===== config.mk =====
export PLATFORM = sky130hd
export DESIGN_NAME = port_command_bounce_check
export DESIGN_NICKNAME = d
export VERILOG_FILES = /design/src/hdl/pcb_pkg.sv /design/src/hdl/pcb_parser.sv /design/src/hdl/port_command_bounce_check.sv
export SDC_FILE = /design/constraint.sdc
export NUM_CORES = 1
export LEC_CHECK = 0
export ABC_AREA = 1
export BUFFER_PORTS_ARGS = -buffer_cell sky130_fd_sc_hd__buf_2
export CORE_ASPECT_RATIO = 1.1
export CORE_UTILIZATION = 55
export DETAILED_ROUTE_END_ITERATION = 7
export PLACE_DENSITY = 0.88
export SLEW_MARGIN = 5
export SYNTH_ARGS = -nofsm -noshare
export SYNTH_HDL_FRONTEND = slang
export SYNTH_SLANG_ARGS = --single-unit

===== constraint.sdc =====
create_clock -name aclk -period 8.5 [get_ports aclk]
set_clock_uncertainty 0.2 [all_clocks]
set_input_delay 0.85 -clock aclk [delete_from_list [all_inputs] [get_ports aclk]]
set_output_delay 0.85 -clock aclk [all_outputs]
set_load 0.01 [all_outputs]

===== src/hdl/pcb_pkg.sv =====
`default_nettype none

package pcb_pkg;

    // Line length bound and derived widths
    localparam int LINE_LIMIT = 4096;
    localparam int POS_W      = $clog2(LINE_LIMIT + 1);
    localparam int OFF_W      = 12;
    localparam int CMP_W      = ((POS_W > OFF_W) ? POS_W : OFF_W) + 1;
    localparam int OCT_W      = 10;
    localparam int IP_W       = 32;

    // Slave-side data width: line_byte, arg_start, source_ip, padded to bytes
    localparam int S_DATA_W   = ((8 + OFF_W + IP_W + 7) / 8) * 8;
    localparam int M_DATA_W   = 8;

    // Argument length past the offset must exceed this for a bounce
    localparam int MIN_ARG_LEN = 7;

    // Parse phase codes
    localparam logic [1:0] PH_SEEK    = 2'd0;
    localparam logic [1:0] PH_PARSE   = 2'd1;
    localparam logic [1:0] PH_DECIDED = 2'd2;
    localparam logic [1:0] PH_REJECT  = 2'd3;

    // Character codes
    localparam logic [7:0] CH_ZERO  = 8'd48;
    localparam logic [7:0] CH_NINE  = 8'd57;
    localparam logic [7:0] CH_COMMA = 8'd44;
    localparam logic [7:0] CH_SPACE = 8'd32;
    localparam logic [7:0] CH_TAB   = 8'd9;
    localparam logic [7:0] CH_CR    = 8'd13;

    // One input beat, unpacked
    typedef struct packed {
        logic [7:0]       line_byte;
        logic             last_byte;
        logic [OFF_W-1:0] arg_start;
        logic [IP_W-1:0]  source_ip;
        logic             port_command;
    } pcb_item_t;

    function automatic logic is_digit(input logic [7:0] c);
        return (c >= CH_ZERO) && (c <= CH_NINE);
    endfunction

    function automatic logic is_white(input logic [7:0] c);
        return (c == CH_SPACE) || ((c >= CH_TAB) && (c <= CH_CR));
    endfunction

endpackage

`default_nettype wire


===== src/hdl/pcb_parser.sv =====
`default_nettype none

module pcb_parser
    import pcb_pkg::*;
(
    input  wire logic      aclk,
    input  wire logic      aresetn,
    input  wire logic      item_valid,
    input  wire pcb_item_t item,
    output logic           bounce
);

    logic [POS_W-1:0] pos_reg,     pos_next;
    logic [1:0]       phase_reg,   phase_next;
    logic [OCT_W-1:0] octet_reg,   octet_next;
    logic [1:0]       digits_reg,  digits_next;
    logic [2:0]       octets_reg,  octets_next;
    logic             space_reg,   space_next;
    logic [IP_W-1:0]  addr_reg,    addr_next;
    logic             verdict_reg, verdict_next;

    logic [CMP_W-1:0] pos_ext;
    logic [CMP_W-1:0] off_ext;
    logic             in_args;
    logic             c_digit;
    logic             c_white;
    logic             c_comma;
    logic [12:0]      octet_x10;
    logic [IP_W-1:0]  addr_shifted;
    logic             finish;

    assign pos_ext      = CMP_W'(pos_reg);
    assign off_ext      = CMP_W'(item.arg_start);
    assign in_args      = (pos_ext >= off_ext);
    assign c_digit      = is_digit(item.line_byte);
    assign c_white      = is_white(item.line_byte);
    assign c_comma      = (item.line_byte == CH_COMMA);
    // ASCII digits carry their value in the low nibble
    assign octet_x10    = {octet_reg, 3'b000} + {2'b00, octet_reg, 1'b0}
                        + {9'b0, item.line_byte[3:0]};
    assign addr_shifted = {addr_reg[IP_W-9:0], octet_reg[7:0]};

    // Advance the line parse by one beat
    always_comb begin
        pos_next     = pos_reg;
        phase_next   = phase_reg;
        octet_next   = octet_reg;
        digits_next  = digits_reg;
        octets_next  = octets_reg;
        space_next   = space_reg;
        addr_next    = addr_reg;
        verdict_next = verdict_reg;
        finish       = 1'b0;
        bounce       = 1'b0;

        if (item_valid) begin
            if (in_args) begin
                unique case (phase_reg)
                    PH_SEEK, PH_PARSE: begin
                        if (phase_reg == PH_SEEK && !c_digit) begin
                            phase_next = PH_SEEK;
                        end else if (space_reg) begin
                            // only white space or the comma may follow a space
                            if (c_comma) begin
                                finish = 1'b1;
                            end else if (!c_white) begin
                                phase_next = PH_REJECT;
                            end
                        end else if (c_digit) begin
                            phase_next = PH_PARSE;
                            if (digits_reg == 2'd3) begin
                                phase_next = PH_REJECT;
                            end else begin
                                octet_next  = octet_x10[OCT_W-1:0];
                                digits_next = digits_reg + 2'd1;
                            end
                        end else if (octet_reg[OCT_W-1:8] != '0) begin
                            // octet above 255 at its terminator
                            phase_next = PH_REJECT;
                        end else if (c_white) begin
                            space_next = 1'b1;
                        end else if (c_comma) begin
                            finish = 1'b1;
                        end else begin
                            phase_next = PH_REJECT;
                        end
                    end
                    default: begin
                        phase_next = phase_reg;
                    end
                endcase

                // Shift the completed octet in and decide after the fourth
                if (finish) begin
                    addr_next   = addr_shifted;
                    octets_next = octets_reg + 3'd1;
                    octet_next  = '0;
                    digits_next = '0;
                    space_next  = 1'b0;
                    if (octets_reg == 3'd3) begin
                        verdict_next = (addr_shifted != item.source_ip);
                        phase_next   = PH_DECIDED;
                    end
                end
            end

            // Saturate the position at the line limit
            if (pos_ext < CMP_W'(LINE_LIMIT)) begin
                pos_next = pos_reg + 1'b1;
            end

            // Report and clear at the end of the line
            if (item.last_byte) begin
                bounce = (phase_next == PH_DECIDED) && verdict_next
                       && item.port_command
                       && ((pos_ext + 1'b1) > (off_ext + CMP_W'(MIN_ARG_LEN)));
                pos_next     = '0;
                phase_next   = PH_SEEK;
                octet_next   = '0;
                digits_next  = '0;
                octets_next  = '0;
                space_next   = 1'b0;
                addr_next    = '0;
                verdict_next = 1'b0;
            end
        end
    end

    // Hold the line state
    always_ff @(posedge aclk) begin
        if (!aresetn) begin
            pos_reg     <= '0;
            phase_reg   <= PH_SEEK;
            octet_reg   <= '0;
            digits_reg  <= '0;
            octets_reg  <= '0;
            space_reg   <= 1'b0;
            addr_reg    <= '0;
            verdict_reg <= 1'b0;
        end else begin
            pos_reg     <= pos_next;
            phase_reg   <= phase_next;
            octet_reg   <= octet_next;
            digits_reg  <= digits_next;
            octets_reg  <= octets_next;
            space_reg   <= space_next;
            addr_reg    <= addr_next;
            verdict_reg <= verdict_next;
        end
    end

endmodule

`default_nettype wire


===== src/hdl/port_command_bounce_check.sv =====
// Channel  Dir  Handshake        tdata (low bit up)                          tlast      tuser
// s_       in   s_tvalid/tready  line_byte[7:0] arg_start[19:8] src[51:20]   last_byte  port_command
// m_       out  m_tvalid/tready  bounce[0]                                   -          -
//
// One byte beat per cycle unless a line end waits on a stalled output; an accepted
// beat is registered in the input register and parsed as it leaves it, which also
// loads its result (on last_byte only) into the output register that drives m_tvalid.
// Throughput is one beat per cycle while no line end waits on a stalled output.
// Reset (aresetn low, synchronous) clears the line state and both stages.
// A stalled output holds only beats that end a line; other beats keep flowing.
`default_nettype none

module port_command_bounce_check
    import pcb_pkg::*;
(
    input  wire logic                aclk,
    input  wire logic                aresetn,
    input  wire logic                s_tvalid,
    output logic                     s_tready,
    input  wire logic [S_DATA_W-1:0] s_tdata,   // line_byte, arg_start, source_ip, zero pad
    input  wire logic                s_tlast,
    input  wire logic                s_tuser,   // port_command
    output logic                     m_tvalid,
    input  wire logic                m_tready,
    output logic [M_DATA_W-1:0]      m_tdata    // bounce, zero pad
);

    pcb_item_t in_item_reg, in_item_next;
    logic      in_valid_reg;
    logic      m_valid_reg;
    logic      m_bounce_reg;
    logic      advance;
    logic      result;

    assign in_item_next = '{
        line_byte:    s_tdata[7:0],
        last_byte:    s_tlast,
        arg_start:    s_tdata[8+OFF_W-1:8],
        source_ip:    s_tdata[8+OFF_W+IP_W-1:8+OFF_W],
        port_command: s_tuser
    };

    // A beat leaves the input register unless its result has nowhere to go
    assign advance  = in_valid_reg && (!in_item_reg.last_byte || !m_valid_reg || m_tready);
    assign s_tready = !in_valid_reg || advance;

    pcb_parser u_parser (
        .aclk       (aclk),
        .aresetn    (aresetn),
        .item_valid (advance),
        .item       (in_item_reg),
        .bounce     (result)
    );

    // Input register
    always_ff @(posedge aclk) begin
        if (!aresetn) begin
            in_valid_reg <= 1'b0;
        end else if (s_tready) begin
            in_valid_reg <= s_tvalid;
        end
    end

    always_ff @(posedge aclk) begin
        if (s_tready && s_tvalid) begin
            in_item_reg <= in_item_next;
        end
    end

    // Result register
    always_ff @(posedge aclk) begin
        if (!aresetn) begin
            m_valid_reg <= 1'b0;
        end else if (advance && in_item_reg.last_byte) begin
            m_valid_reg <= 1'b1;
        end else if (m_tready) begin
            m_valid_reg <= 1'b0;
        end
    end

    always_ff @(posedge aclk) begin
        if (advance && in_item_reg.last_byte) begin
            m_bounce_reg <= result;
        end
    end

    assign m_tvalid = m_valid_reg;
    assign m_tdata  = {{(M_DATA_W-1){1'b0}}, m_bounce_reg};

`ifndef ASSERT_OFF
    // An empty input register always takes a beat
    a_ready_when_empty: assert property (@(posedge aclk) disable iff (!aresetn)
        !in_valid_reg |-> s_tready)
        else $error("input register empty but not ready");

    // A result appears only from a beat that ends a line
    a_result_from_last: assert property (@(posedge aclk) disable iff (!aresetn)
        $rose(m_valid_reg) |-> $past(advance && in_item_reg.last_byte))
        else $error("result without line end");

    // A held beat stays put in the input register
    a_hold_input: assert property (@(posedge aclk) disable iff (!aresetn)
        (in_valid_reg && !advance) |=> (in_valid_reg && $stable(in_item_reg)))
        else $error("held beat lost or changed");

    // An accepted beat lands in the input register
    a_capture: assert property (@(posedge aclk) disable iff (!aresetn)
        (s_tvalid && s_tready) |=> in_valid_reg)
        else $error("accepted beat not captured");
`endif

endmodule

`default_nettype wire


# Yosys cells after proc, flatten, opt, wreduce, memory -nomap -nowiden
# Index checks and enable logic that the tools add are counted.
op_classes:
  order_cmp: 7
  n_eq_ne: 10
  n_mux: 64
  n_reduce_logical: 31
  addsub: 7
ops:
  columns: ["op", "n"]
  rows:
  - ["10-bit 2-to-1 mux", 8]
  - ["24-bit 2-to-1 mux", 3]
  - ["2-bit 2-to-1 mux", 23]
  - ["32-bit inequality test", 1]
  - ["13-bit 2-to-1 mux", 2]
  - ["1-bit 2-to-1 mux", 25]
  - ["8-bit by 6-bit == test with 1-bit output, second input constant", 2]
  - ["13-bit by 1-bit adder with 14-bit output, second input constant", 1]
  - ["14-bit > comparator", 1]
  - ["12-bit by 3-bit adder with 13-bit output, second input constant", 1]
  - ["13-bit by 1-bit adder with 13-bit output, second input constant", 1]
  - ["13-bit by 12-bit >= comparator with 1-bit output", 1]
  - ["13-bit less-than comparator, second input constant", 1]
  - ["10-bit adder", 1]
  - ["10-bit by 4-bit adder with 10-bit output", 1]
  - ["2-bit nonzero test", 5]
  - ["1-bit logical AND", 9]
  - ["3-bit 2-to-1 mux", 3]
  - ["3-bit inequality test, second input constant", 3]
  - ["8-bit by 4-bit >= comparator with 1-bit output, second input constant", 1]
  - ["8-bit by 6-bit >= comparator with 1-bit output, second input constant", 1]
  - ["8-bit by 4-bit less-or-equal comparator with 1-bit output, second input constant", 1]
  - ["8-bit by 6-bit less-or-equal comparator with 1-bit output, second input constant", 1]
  - ["7-bit AND reduction", 1]
  - ["other kinds (13)", 22]
totals:
  inputBits: 62
  word_cells: 135
  output_inout_bits: 10
  register_bits: 113

# Depth between registers and ports, before layout
logic_depth:
  ltp_word: 18
  ltp_mapped: 18
  depth_no_buf: 18

# Hierarchy
# From an unflattened synthesis, not the netlist that was laid out.
hier_totals:
  hier_cells: 841
  hier_area_um2: 6482.5
modules_own_cells:
  columns: ["module", "area_per_inst_um2", "instances", "cells_each"]
  rows:
  - ["pcb_parser", 4648.2, 1, 759]
  - ["port_command_bounce_check", 1834.3, 1, 82]

# Worst setup path after synthesis
# Ideal clock, no wire load.
synth_path:
  path_type: "input port to flip-flop"
  startpoint: "input port m_tready"
  endpoint: "register in_item_reg[0] (netlist name) (enable)"
  path_stages: 4
  arrival_ns: 2.192
  setup_time_ns: 0.408
  setup_slack_ns: 5.700
  path_cell_list: "nor2_1 nand3_1 nand2_1 inv_1"
synth_via:
  elab_chain_len: 4
synth_lines:
  columns: ["item", "line", "source"]
  rows:
  - ["from (decl)", "port_command_bounce_check.sv:24", "input wire logic m_tready,"]
  - ["1-bit logical OR", "port_command_bounce_check.sv:44", "assign advance = in_valid_reg && (!in_item_reg.last_byte || !m_valid_reg || m_tready);"]
  - ["1-bit logical AND", "port_command_bounce_check.sv:44", null]
  - ["1-bit logical OR", "port_command_bounce_check.sv:45", "assign s_tready = !in_valid_reg || advance;"]
  - ["via s_tready", "port_command_bounce_check.sv:19", "output logic s_tready,"]
  - ["1-bit logical AND", "port_command_bounce_check.sv:65", "if (s_tready && s_tvalid) begin"]
  - ["to (signal assigned)", "port_command_bounce_check.sv:66", "in_item_reg <= in_item_next;"]
  - ["to (decl)", "port_command_bounce_check.sv:28", "pcb_item_t in_item_reg, in_item_next;"]
# The timed path passes the listed nets, and every way through them passes these cells.
# A chain may end at the register's enable or synchronous reset.

# Worst setup path after layout
layout_path:
  startpoint: "register u_parser.pos_reg[1]"
  endpoint: "register m_bounce_reg, data pin"
layout_via:
  elab_chain_len: 7
  word_cells_on_any_way: 11
  classes_between: "add/sub (1); order compare (2); eq/ne (1); mux (4); reduce/logical (3)"
layout_lines:
  columns: ["item", "line", "source"]
  rows:
  - ["from (decl)", "pcb_parser.sv:13", "logic [POS_W-1:0] pos_reg, pos_next;"]
  - ["from (signal assigned)", "pcb_parser.sv:141", "pos_reg <= pos_next;"]
  - ["parallel branches: the longest is 6 deep, another holds 13-bit by 1-bit adder with 14-bit output", null, null]
  - ["1-bit logical AND *", "pcb_parser.sv:116", "&& ((pos_ext + 1'b1) > (off_ext + CMP_W'(MIN_ARG_LEN)));"]
  - ["to (signal assigned)", "port_command_bounce_check.sv:83", "m_bounce_reg <= result;"]
  - ["to (decl)", "port_command_bounce_check.sv:31", "logic m_bounce_reg;"]
# Mark *: on every way between the ends. The select of a mux whose other input is x is not followed.

==> reports/qor.csv <==
stage;metric;value;unit
sta;Slew @ Worst Pin;1.16;ns
yosys;adder-cell share of the synthesized area;9.09;%
detailed_routing;drt via density;5.28;
cts;TritonCTS buffer count;17;
yosys;top post-synthesis cells by area;edfxtp_1 25%, dfxtp_1 18%, nand2_1 12%;
global_routing;All-Layer GR Usage;23.6;%
job;Max-Cap Viols;0;
worst_setup_path;Crit-path slowest cell;dfxtp_1;
worst_setup_path;CP required;8.47;ns
yosys;EDFF count, synth;55;
placement;pre-CTS WS;5.24;ns
detailed_routing;Total Wirelength;13600;µm
power;worst vdd ir;0.000224;V
global_routing;vias in the first global route;5070;
yosys;mean area per synthesized cell;8.03;µm²
global_routing;largest net degree at the start of global routing;55;
cts;number of H-tree levels;4;
cts;Root Buffer;clkbuf_16;
power;total power;0.00140;W
worst_setup_path;crit path cell chain;ha_1 -> nand4_1 -> nor2_1 -> nand3_1 -> nor3_1 -> nand2_1 -> o21ai_0 -> o21ai_0 -> inv_1 -> ha_1 -> inv_1 -> nor2_1 -> nand3_1 -> nand3b_1 -> nand2_1 -> a21oi_1 -> nand2_1 -> nor2_1;
power;combinational share of power;7.1;%
worst_setup_path;CP delay by family, top;simple AND/OR/NAND/NOR gates;
yosys;largest family of logic cells by synthesized area;simple AND/OR/NAND/NOR gates;
cts;Hold Buf Count CTS;0;
worst_setup_path;WS Path Type;flip-flop to flip-flop;
sta;setup tns final;0;ns
worst_setup_path;Crit path largest cell delay;0.38;ns
yosys;asr flop ratio synth;0;%
global_routing;first-pass GRT wire length;22400;µm
detailed_routing;via count;5432;
detailed_routing;DR WL/cell;13.2;µm
yosys;simple-gate share of the synthesized area;25.3;%
sta;crit path time final;3.28;ns
cts;Skew-Pair Late Insertion Delay;0.42;ns
worst_setup_path;worst-path maximum fanout;4;
detailed_routing;# DRC;0;
placement;Inst Count DP;996;
floorplanning;Die H;116;µm
hold_path;HP Class;flip-flop to flip-flop;
yosys;post-synth top area cell;edfxtp_1;
final_layout;Multi-input gate area;3100;µm²
power;Sw Share;25.6;%
cts;CTS tree;built;
floorplanning;I/O pin cnt;72;
cts;Post-CTS Resized;0;
sta;RSZ-0062 raised after global routing;false;
power;Clk pwr share;49.8;%
yosys;register area share after synthesis;43.3;%
floorplanning;starting density of the core;56.6;%
yosys;post-synthesis xor/xnor area fraction;5.12;%
sta;relative slew slack;22.5;%
worst_setup_path;Startpoint Class;flip-flop;
floorplanning;Core Footprint;11500;µm²
detailed_routing;Routed Antenna Nets;0;
placement;port buffer count;60;
yosys;Post-Syn Area;6500;µm²
yosys;most frequent cells after synthesis;205 x nand2_1, 110 x inv_1, 72 x nand3_1;
yosys;mux cell area share after synthesis;0;%
global_routing;initial antenna violation count;0;
cts;CTS Buffer Depth;2;
placement;HPWL Detailed;9530;µm
yosys;post-synthesis instance total;809;
final_layout;Largest register FFs;54;
yosys;Most used DFF post-synth;dfxtp_1;
power;Pint;0.00104;W
sta;Setup WS post-layout;5.22;ns
final_layout;nets;973;
floorplanning;Row Count;41;
yosys;top cell type's share of synthesized area;25.4;%
power;Flop pwr share;43.1;%
sta;maximum clock frequency;305;MHz
floorplanning;Horiz. Die Dim;106;µm
power;sw power;0.000359;W
final_layout;layout cell share with drive strength beyond 1;12.2;%
final_layout;Core Util, Final;64.5;%
yosys;Syn. warnings;0;
global_routing;gr ovfl total;0;
power;Static Leakage;3.46;nW
run_status;outcome;finished clean;
cts;setup bufs post-CTS;0;
cts;register clock-pin slew on the reported worst setup and hold paths;0.06;ns
yosys;most common cell in the netlist;nand2_1;
power;PD cells;189;nW/µm²
sta;Final Hold Vio Count;0;
placement;Final Wtd Congestion;0.888;
worst_setup_path;Worst EP arrival;3.25;ns
floorplanning;die footprint;12300;µm²
cts;clock sink count;113;
final_layout;Area Overhead vs Synth;14.1;%
sta;crit share post-route;38.5;%
final_layout;Antenna diodes;0;
worst_setup_path;Worst Path Buf+Inv;2;
final_layout;flip-flop and latch area;2810;µm²
sta;Setup violations, final;0;
detailed_routing;1st-iter DRT viols;423;
final_layout;# fillers;940;
sta;Final Max Slew Viols;0;
final_layout;final non-filler cell total;1028;
yosys;Yosys reg bits;113;
detailed_routing;Initial DRT Pass Iterations;6;
yosys;post-synth cell types;40;
yosys;complex-gate fraction of the synthesized area;7.84;%
worst_setup_path;endpoint class of the critical path;flip-flop;
[stage by stage]
step                cell area (µm²)  hold slack, ns
floorplan                      6520           0.239
global placement               6830           0.251
detailed placement             6830           0.260
CTS                            7420           0.268
global route                   7420           0.282
finish                         7420           0.270
[final timing paths]
path	slack, ns	depth (start not counted)	end	start
worst max-delay path	5.22	18	m_bounce_reg$_SDFFCE_PN0P_	u_parser.pos_reg[1]$_SDFFE_PN0P_
worst min-delay path	0.27	2	u_parser.octets_reg[2]$_SDFFE_PN0P_	u_parser.octets_reg[2]$_SDFFE_PN0P_
worst max register to register	5.22	18	m_bounce_reg$_SDFFCE_PN0P_	u_parser.pos_reg[1]$_SDFFE_PN0P_
worst min register to register	0.27	2	u_parser.octets_reg[2]$_SDFFE_PN0P_	u_parser.octets_reg[2]$_SDFFE_PN0P_
[metal layers]
metal / share of wire, % / GRT usage (%) / vias up
met5: 0 / 0 / -
li1: - / - / 2735
met4: 2.4 / 10.2 / 0
met1: 42 / 26.8 / 2497
met3: 4.9 / 6.07 / 25
met2: 51 / 42.2 / 175
[cell families after synthesis]
group	Yosys count
buffers and inverters	141
adders and majority gates	46
AOI/OAI and AO/OA	94
DFF	113
other	1
and+or+nand+nor	376
xor gates and xnor gates	38
[area by class of cell]
type	instances	area share, %
repair buffers	62	4.25
multi-input cells	561	41.8
flip-flops and latches	113	37.9
clock buffers	17	5.74
well taps	150	2.53
inverters	110	5.57
clock inverters	15	2.16
[cell usage in the layout, fill, tap and decap left out, drive strengths merged, types with 2 or more instances in the layout]
master    instances
nand4            10
ha               44
nand3b            7
o21ai            14
nand2           207
clkinv            2
nor2             70
conb              7
xor2             33
edfxtp           55
a21oi            71
a31oi             2
clkbuf           17
inv             120
clkinvlp          2
nand3            74
dfxtp            58
fa                2
buf              62
nor3              7
o21bai            2
xnor2             5
[power by group through the flow]
stage | registers [W] | logic (W) | clock network, W
after global placement | 0.000616 | 0.0000951 | 0
after detailed placement | 0.000617 | 0.0000985 | 0
after global routing | 0.000607 | 0.000112 | 0.000731
final | 0.000605 | 0.0000993 | 0.000698
after floorplan | 0.000612 | 0.0000733 | 0
after CTS | 0.000605 | 0.0000993 | 0.000709
[worst register-to-register path: stages (launching register included)]
cell	delay, ns
dfxtp_1	0.38
ha_1	0.24
nand4_1	0.15
nor2_1	0.18
nand3_1	0.13
nor3_1	0.33
nand2_1	0.13
o21ai_0	0.23
o21ai_0	0.14
inv_1	0.08
ha_1	0.15
inv_1	0.04
nor2_1	0.18
nand3_1	0.08
nand3b_1	0.16
nand2_1	0.07
a21oi_1	0.06
nand2_1	0.06
nor2_1	0.04
No activity file was read; power rests on OpenSTA's default activity.
